File: config.mk
export PLATFORM = sky130hd
export DESIGN_NAME = bsp_basis
export DESIGN_NICKNAME = d
export VERILOG_FILES = /design/src/design/bsp_pkg.sv /design/src/design/bsp_basis.sv
export SDC_FILE = /design/constraint.sdc
export NUM_CORES = 2
export LEC_CHECK = 0
export ABC_AREA = 1
export BUFFER_PORTS_ARGS = -buffer_cell sky130_fd_sc_hd__buf_2
export CAP_MARGIN = 0
export CORE_ASPECT_RATIO = 0.5
export CORE_MARGIN = 2
export CORE_UTILIZATION = 42
export CTS_CLUSTER_DIAMETER = 80
export DETAILED_ROUTE_END_ITERATION = 6
export GPL_ROUTABILITY_DRIVEN = 1
export PLACE_DENSITY = 0.63
export SLEW_MARGIN = 20
export SYNTH_ARGS = -nofsm -noshare
export SYNTH_HDL_FRONTEND = slang
export SYNTH_SLANG_ARGS = --single-unit
File: constraint.sdc
create_clock -name i_clk -period 11.4 [get_ports i_clk]
set_input_delay 0.57 -clock i_clk [delete_from_list [all_inputs] [get_ports i_clk]]
set_output_delay 0.57 -clock i_clk [all_outputs]
set_load 0.005 [all_outputs]
File: src/design/bsp_pkg.sv
`timescale 1ns / 1ps
// Shared types, constants and helpers for the Bezier surface point evaluator.
package bsp_pkg;

    // Grid size and field widths
    localparam int GRID_ROWS = 4;
    localparam int GRID_COLS = 4;
    localparam int NPTS      = GRID_ROWS * GRID_COLS;
    localparam int IDX_W     = $clog2(NPTS);
    localparam int ROW_W     = 2;
    localparam int COL_W     = 2;
    localparam int COORD_W   = 32;
    localparam int PAR_W     = 17;
    localparam int FRAC_W    = 16;
    localparam int HALF      = 1 << (FRAC_W - 1);

    localparam logic [PAR_W-1:0] Q_ONE = 17'h1_0000;

    // Bernstein degrees per axis
    localparam int DEG_U   = GRID_ROWS - 1;
    localparam int DEG_V   = GRID_COLS - 1;
    localparam int MAX_DEG = (DEG_U > DEG_V) ? DEG_U : DEG_V;
    localparam int K_W     = $clog2(MAX_DEG + 1);
    localparam int BIN_W   = MAX_DEG;

    // Datapath widths
    localparam int MAC_LAT = 3;
    localparam int CNT_MAX = (MAX_DEG > MAC_LAT) ? MAX_DEG : MAC_LAT;
    localparam int CNT_W   = $clog2(CNT_MAX + 1);
    localparam int PROD_W  = COORD_W + PAR_W + 1;
    localparam int ACC_W   = PROD_W + IDX_W + 1;

    typedef logic [K_W-1:0]            t_kidx;
    typedef logic [BIN_W-1:0]          t_binom;
    typedef t_binom [MAX_DEG:0]        t_binom_row;

    typedef enum logic {
        ACT_LOAD = 1'b0,
        ACT_EVAL = 1'b1
    } t_action;

    typedef enum logic [2:0] {
        ST_IDLE,
        ST_POW,
        ST_PROD,
        ST_MAC,
        ST_DRAIN,
        ST_OUT
    } t_state;

    typedef struct packed {
        logic signed [COORD_W-1:0] x;
        logic signed [COORD_W-1:0] y;
        logic signed [COORD_W-1:0] z;
    } t_point;

    // Basis unit control
    typedef struct packed {
        logic  init;
        logic  pow_en;
        t_kidx pow_k;
        logic  prod_en;
        t_kidx prod_k;
    } t_bas_ctl;

    // Accumulator control
    typedef struct packed {
        logic             clear;
        logic             rd_en;
        logic [IDX_W-1:0] rd_idx;
    } t_mac_ctl;

    typedef struct packed {
        logic signed [COORD_W-1:0] x;
        logic signed [COORD_W-1:0] y;
        logic signed [COORD_W-1:0] z;
        logic                      ovf;
    } t_result;

    // Row n of Pascal's triangle, built by additions only
    function automatic t_binom_row binom_row(input int n);
        int         c [0:MAX_DEG];
        t_binom_row r;
        for (int i = 0; i <= MAX_DEG; i++) begin
            c[i] = (i == 0) ? 1 : 0;
        end
        for (int row = 1; row <= MAX_DEG; row++) begin
            if (row <= n) begin
                for (int k = MAX_DEG; k >= 1; k--) begin
                    c[k] = c[k] + c[k-1];
                end
            end
        end
        for (int i = 0; i <= MAX_DEG; i++) begin
            r[i] = BIN_W'(c[i]);
        end
        return r;
    endfunction

    // Product of two Q1.16 values up to 1.0, rounded back to Q1.16
    function automatic logic [PAR_W-1:0] q_round(input logic [2*PAR_W-1:0] p);
        logic [2*PAR_W-1:0] s;
        s = p + (2*PAR_W)'(HALF);
        return s[FRAC_W+PAR_W-1:FRAC_W];
    endfunction

endpackage

File: src/design/bsp_basis.sv
`timescale 1ns / 1ps
// Bernstein basis unit: powers of t and 1-t, then binomial-weighted products.
module bsp_basis (
    input  logic                             i_clk,
    input  logic                             i_rst_n,
    input  bsp_pkg::t_bas_ctl                i_ctl,
    input  logic [1:0][bsp_pkg::PAR_W-1:0]   i_par,
    input  logic [1:0][bsp_pkg::K_W-1:0]     i_sel,
    output logic [1:0][bsp_pkg::PAR_W-1:0]   o_basis
);
    import bsp_pkg::*;

    // Lane 0 is the u axis (rows), lane 1 the v axis (columns)
    for (genvar l = 0; l < 2; l++) begin : g_lane
        localparam int         DEG   = (l == 0) ? DEG_U : DEG_V;
        localparam t_binom_row C_TAB = binom_row(DEG);
        localparam t_kidx      DEG_K = K_W'(DEG);

        logic [PAR_W-1:0]         r_t;
        logic [PAR_W-1:0]         r_s;
        logic [PAR_W-1:0]         r_prun;
        logic [PAR_W-1:0]         r_srun;
        logic [PAR_W-1:0]         r_pt [0:MAX_DEG];
        logic [PAR_W-1:0]         r_ps [0:MAX_DEG];
        logic [PAR_W-1:0]         r_b  [0:MAX_DEG];
        logic [2*PAR_W-1:0]       r_m;
        t_kidx                    r_mk;
        logic                     r_mv;
        logic [2*PAR_W-1:0]       pt_mul;
        logic [2*PAR_W-1:0]       ps_mul;
        t_kidx                    s_idx;
        logic [2*PAR_W+BIN_W-1:0] bprod;
        logic [2*PAR_W+BIN_W-1:0] bsum;

        // Power step and basis rounding
        always_comb begin
            pt_mul = {{PAR_W{1'b0}}, r_prun} * {{PAR_W{1'b0}}, r_t};
            ps_mul = {{PAR_W{1'b0}}, r_srun} * {{PAR_W{1'b0}}, r_s};
            s_idx  = (i_ctl.prod_k > DEG_K) ? '0 : t_kidx'(DEG_K - i_ctl.prod_k);
            bprod  = (2*PAR_W+BIN_W)'(r_m) * (2*PAR_W+BIN_W)'(C_TAB[r_mk]);
            bsum   = bprod + (2*PAR_W+BIN_W)'(HALF);
        end

        // Power tables, running powers, product stage and basis values
        always_ff @(posedge i_clk) begin
            if (i_ctl.init) begin
                r_t     <= i_par[l];
                r_s     <= Q_ONE - i_par[l];
                r_prun  <= Q_ONE;
                r_srun  <= Q_ONE;
                r_pt[0] <= Q_ONE;
                r_ps[0] <= Q_ONE;
            end else if (i_ctl.pow_en) begin
                r_prun             <= q_round(pt_mul);
                r_srun             <= q_round(ps_mul);
                r_pt[i_ctl.pow_k]  <= q_round(pt_mul);
                r_ps[i_ctl.pow_k]  <= q_round(ps_mul);
            end
            if (i_ctl.prod_en) begin
                r_m  <= {{PAR_W{1'b0}}, r_pt[i_ctl.prod_k]} *
                        {{PAR_W{1'b0}}, r_ps[s_idx]};
                r_mk <= i_ctl.prod_k;
            end
            if (r_mv) begin
                r_b[r_mk] <= bsum[FRAC_W+PAR_W-1:FRAC_W];
            end
        end

        // Product stage valid
        always_ff @(posedge i_clk) begin
            if (!i_rst_n) begin
                r_mv <= 1'b0;
            end else begin
                r_mv <= i_ctl.prod_en;
            end
        end

        assign o_basis[l] = r_b[i_sel[l]];
    end

endmodule

Yosys cells after proc, flatten, opt, wreduce, memory -nomap -nowiden
Memory sizes are Yosys's and may differ from the RTL's. Cells that the tools add are included.

Order comparisons: 2. Add/subtract/negate cells: 9. Reduce and logical (&&, ||, !) cells: 4. Multiply operators: 8. Multiplexer cells: 22.

Operator list (count): $add 33x16->33 const B (6); $mul 17x17->33 (4); $mul 17x17->34 (2); $mul 34x3->33 (2); $mux 17 (4); $reduce_or 17->1 (4); $sub 17x17->17 const A (2); $mux 1 (11); $mux 2 (5); $bmux 3 s2 (1); $lt 2x3->1 const B (1); $mux 3 (1); $gt 2x2->1 const B (1); $sub 2x2->2 const A (1).

Memory bits (writable): 408. Word-level logic and storage cells: 63. Register bits: 207. Memories kept: 6.

Memories: g_lane[0].r_b (words 4, width 17, rd ports 1, clocked after Yosys merged registers in 0, wr ports 1, RTL line bsp_basis.sv:25) `logic [PAR_W-1:0] r_b [0:MAX_DEG];`; g_lane[0].r_ps (words 4, width 17, rd ports 1, clocked after Yosys merged registers in 0, wr ports 1, RTL line bsp_basis.sv:24) `logic [PAR_W-1:0] r_ps [0:MAX_DEG];`; g_lane[0].r_pt (words 4, width 17, rd ports 1, clocked after Yosys merged registers in 0, wr ports 1, RTL line bsp_basis.sv:23) `logic [PAR_W-1:0] r_pt [0:MAX_DEG];`; g_lane[1].r_b (words 4, width 17, rd ports 1, clocked after Yosys merged registers in 0, wr ports 1, RTL line bsp_basis.sv:25); g_lane[1].r_ps (words 4, width 17, rd ports 1, clocked after Yosys merged registers in 0, wr ports 1, RTL line bsp_basis.sv:24); g_lane[1].r_pt (words 4, width 17, rd ports 1, clocked after Yosys merged registers in 0, wr ports 1, RTL line bsp_basis.sv:23).

Logic depth before layout (Yosys ltp)
Word-level depth: 5. Depth in mapped cells: 30.

Least setup slack after synthesis
Ideal clock, no wire load.

Path type: input to register. Start: input i_ctl[5] in the netlist's numbering. End: memory g_lane[0].r_ps[2][0] (enable). Path slack: 5.218 ns. Setup time: 0.578 ns. Cell stages on the path: 4. Data arrival time: 5.604 ns. Cell sequence: inv_1 > nor2_1 > clkinv_1 > nor3_1.

Cells in the longest elaborated chain, start to end: 5.

RTL lines: start, declared (RTL line bsp_basis.sv:6) `input bsp_pkg::t_bas_ctl i_ctl,`; $mux 1 * (RTL line bsp_basis.sv:53) `end else if (i_ctl.pow_en) begin`; $mux 1 * (RTL line bsp_basis.sv:46) `if (i_ctl.init) begin`; $mux 1 (implied by the code) * (RTL line bsp_basis.sv:57) `r_ps[i_ctl.pow_k] <= q_round(ps_mul);`; $reduce_or 17->1 (no line); $mux 2 (no line) / $mux 1 (equally long branches); end, declared (RTL line bsp_basis.sv:24).

Every way passes the cells marked *; elsewhere a longest branch is shown, timed or not.

Final worst setup path
Start: input i_ctl[1] in the netlist's numbering. End: register g_lane[1].r_m[30], data pin.

Cells in the longest elaborated chain, start to end: 4.

RTL lines: $sub 2x2->2 / $gt 2x2->1 (equally long branches) (RTL line bsp_basis.sv:39) `s_idx = (i_ctl.prod_k > DEG_K) ? '0 : t_kidx'(DEG_K - i_ctl.prod_k);`; $mux 2 (RTL line bsp_basis.sv:39); $mem_v2 4x17; $mul 17x17->34 * (RTL line bsp_basis.sv:60) `r_m <= {{PAR_W{1'b0}}, r_pt[i_ctl.prod_k]} *`; end signal, assigned (RTL line bsp_basis.sv:60); end, declared (RTL line bsp_basis.sv:26) `logic [2*PAR_W-1:0] r_m;`.

Marks and branches as above. A chain may end at the register's enable or synchronous reset.

==> results.py <==
metrics = {
    "timing": {
        "fin_tns_setup_ps": 0,
        "max_slew.worst_pin.slew_ps": 1170,
        "setup_viol": 0,
        "slew_violations": 0,
        "clock_skew_ps": 47.9,
        "fmax_mhz": 130,
        "min_period_ps": 7680,
        "hold_viol": 0,
        "rsz0062_at_grt": "false",
        "relSlewSlack_pct": 22.0,
        "fin_crit_sh_pct": 67.4,
    },
    "cells_and_area": {
        "area_growth_pct": 5.84,
        "drive_gt1_share_pct": 3.75,
        "finalNetCount": 12750,
        "multi_input_area_mm2": 0.0583,
        "utilization_pct": 44.9,
        "nFillCells": 20374,
        "register_area_mm2": 0.0177,
    },
    "synth": {
        "seq_area_frac_synth_pct": 20.0,
        "syn_nets": 12900,
        "syn_avg_cell_area_um2": 8.26,
        "synth_top_area_cell": "fa_1",
        "synth_top_area_share_pct": 30.4,
        "yosys-top-cells-count": "inv_1 (2763), nand2_1 (2725), fa_1 (1340), ha_1 (832), nor2_1 (698)",
        "ys_ff_latch": 611,
        "synth-edff-count": 542,
        "async_flop_share_pct": 0,
        "ys_types": 47,
        "ys.flop_type": "edfxtp_1",
        "syn_area_mm2": 0.0882,
        "yosysWarnings": 0,
        "syn_inst": 10681,
        "synthTopCellsByArea": "fa_1 (30%), edfxtp_1 (18%), ha_1 (12%)",
        "yosysMostFrequentCell": "inv_1",
    },
    "clock_network": {
        "ctsHoldBuffers": 0,
        "cts_tree": "built",
        "cts_setup_buffers": 0,
        "path_clk_slew_ps": 70,
        "htreeDepth": 3,
        "clockBufferDepth": 3,
        "cts_root_buf": "clkbuf_16",
        "cts-resized-gates": 0,
        "cts.sinks": 611,
        "clk_latency_ps": 700,
        "cts_made_buffers": 67,
    },
    "floorplan": {
        "num_io_pins": 81,
        "rows": 118,
        "die_y_um": 328,
        "dieArea_mm2": 0.214,
        "start_util_pct": 42.4,
        "fp.coreArea_mm2": 0.208,
        "die_width_um": 652,
    },
    "setup_path": {
        "r2r_start": "g_lane[1].r_prun[13]",
        "path_max_fanout": 79,
        "reg2regPathDepth": 21,
        "startpoint_type": "input port",
        "crit_type": "in2reg",
        "r2r_end": "g_lane[1].r_pt[0][10]",
        "cp-end-kind": "flip-flop",
        "critPathLaunch": "i_ctl[1]",
        "required_ps": 11850,
        "crit_arrival_ps": 8130,
        "endpoint": "g_lane[1].r_m[30]",
        "r2r_setup_slack_ps": 4500,
    },
    "job": {
        "max-cap-violations": 0,
    },
    "run_status": {
        "status": "finished clean",
    },
    "detailed_routing": {
        "first_pass_iters": 6,
        "drt_iter0_markers": 5160,
        "route.detailed.drc": 0,
        "viasPerCell": 5.01,
        "wl_per_cell_um": 17.4,
        "routed_wirelength_um": 233000,
        "ant_nets": 0,
        "vias": 66897,
    },
    "grt": {
        "grt_max_degree": 80,
        "grt_pass1_wl_um": 373000,
        "grt_usage_pct": 22.0,
        "globalRouteOverflowTotal": 0,
        "grt_antenna_before_repair": 6,
        "grt_pass1_vias": 68381,
    },
    "hold_path": {
        "hp-class": "in2reg",
    },
    "place": {
        "portBuffers": 80,
        "dp_hpwl_um": 184000,
        "place.gp.congestion": 0.958,
    },
}
worst min path at each step:
| stage | from | end | cells past startpoint |
|---|---|---|---|
| finish | i_par[24] | g_lane[1].r_t[7] | 1 |
| floorplan | g_lane[0].r_srun[0] | g_lane[0].r_srun[0] | 3 |
| CTS | i_par[24] | g_lane[1].r_t[7] | 1 |
| global placement | g_lane[0].r_srun[10] | g_lane[0].r_srun[10] | 2 |
| global route | i_par[24] | g_lane[1].r_t[7] | 1 |
| detailed placement | g_lane[0].r_srun[10] | g_lane[0].r_srun[10] | 2 |
kinds of logic after synthesis:
logic type,count (synthesis),share of synthesized area (%)
AND/OR/NAND/NOR,3812,17.0
buffers and inverters,3193,13.9
adder cells (fa/ha/maj),2172,42.2
AO/OA/AOI/OAI,776,5.72
flip-flops,611,20.0
XOR/XNOR,117,1.16
registers in the layout (all words and copies together) (netlist names):
signal         count
g_lane.r_m        66
g_lane.r_pt      136
g_lane.r_ps      136
g_lane.r_srun     34
g_lane.r_prun     34
g_lane.r_mv        1
g_lane.r_t        34
g_lane.r_s        32
g_lane.r_mk        2
g_lane.r_b       136
cells in the final DEF (no fill, tap or decap), drive strengths merged, types with 67 or more instances in the layout:
cell	count
fa	1340
o21ai	239
a21oi	322
inv	2803
xor2	78
ha	832
nor2	701
edfxtp	542
dfxtp	69
nand2	2730
buf	181
nand3	219
clkbuf	79
a32oi	67
area by class of cell:
class / count / area share, %
clock buffers: 78 / 1.86
inverters: 2792 / 11.3
flip-flops and latches: 611 / 18.9
clock inverters: 46 / 0.515
multi-input cells: 6877 / 62.5
diodes: 4 / 0.0107
repair buffers: 182 / 1.25
well taps: 2760 / 3.70
critical path, stage by stage:
cell and delay (ps):
buf_2 200, inv_6 540, buf_4 790, a21oi_1 80, a32oi_1 870, inv_1 420, nor2_1 220, fa_1 430
inv_1 90, fa_1 390, inv_1 80, fa_1 430, fa_1 370, inv_1 90, fa_1 430, fa_1 480
inv_1 40, ha_1 340, a21oi_1 250, a21boi_0 320, nor2_1 110, o21ai_0 250, nand3_1 120, nand2_1 70
nand2_1 40
per-stage QoR:
step | cell area (um2) | setup slack (ps) | std cells | hold slack, ps
floorplan | 88200 | 5220 | 10681 | 597
global route | 93400 | 3250 | 13350 | 46.3
CTS | 93300 | 3800 | 13345 | 8.19
detailed placement | 91100 | 3060 | 13221 | 443
finish | 93400 | 3720 | 13350 | 64.3
global placement | 91100 | 3030 | 13221 | 439
routing by layer:
metal | part of all wire (%) | global-route usage [%] | vias to the layer above | wire length (um)
met5 | 0 | 0 | - | 0
met4 | 2.5 | 5.81 | 0 | 5800
met3 | 7.6 | 3.79 | 337 | 17700
met2 | 45 | 35.2 | 2130 | 104000
met1 | 45 | 31.1 | 32892 | 106000
li1 | - | - | 31538 | -
Power is left out: the tool's default activity adds up to more than one toggle a clock period on the data nets, which glitch-free logic cannot reach.
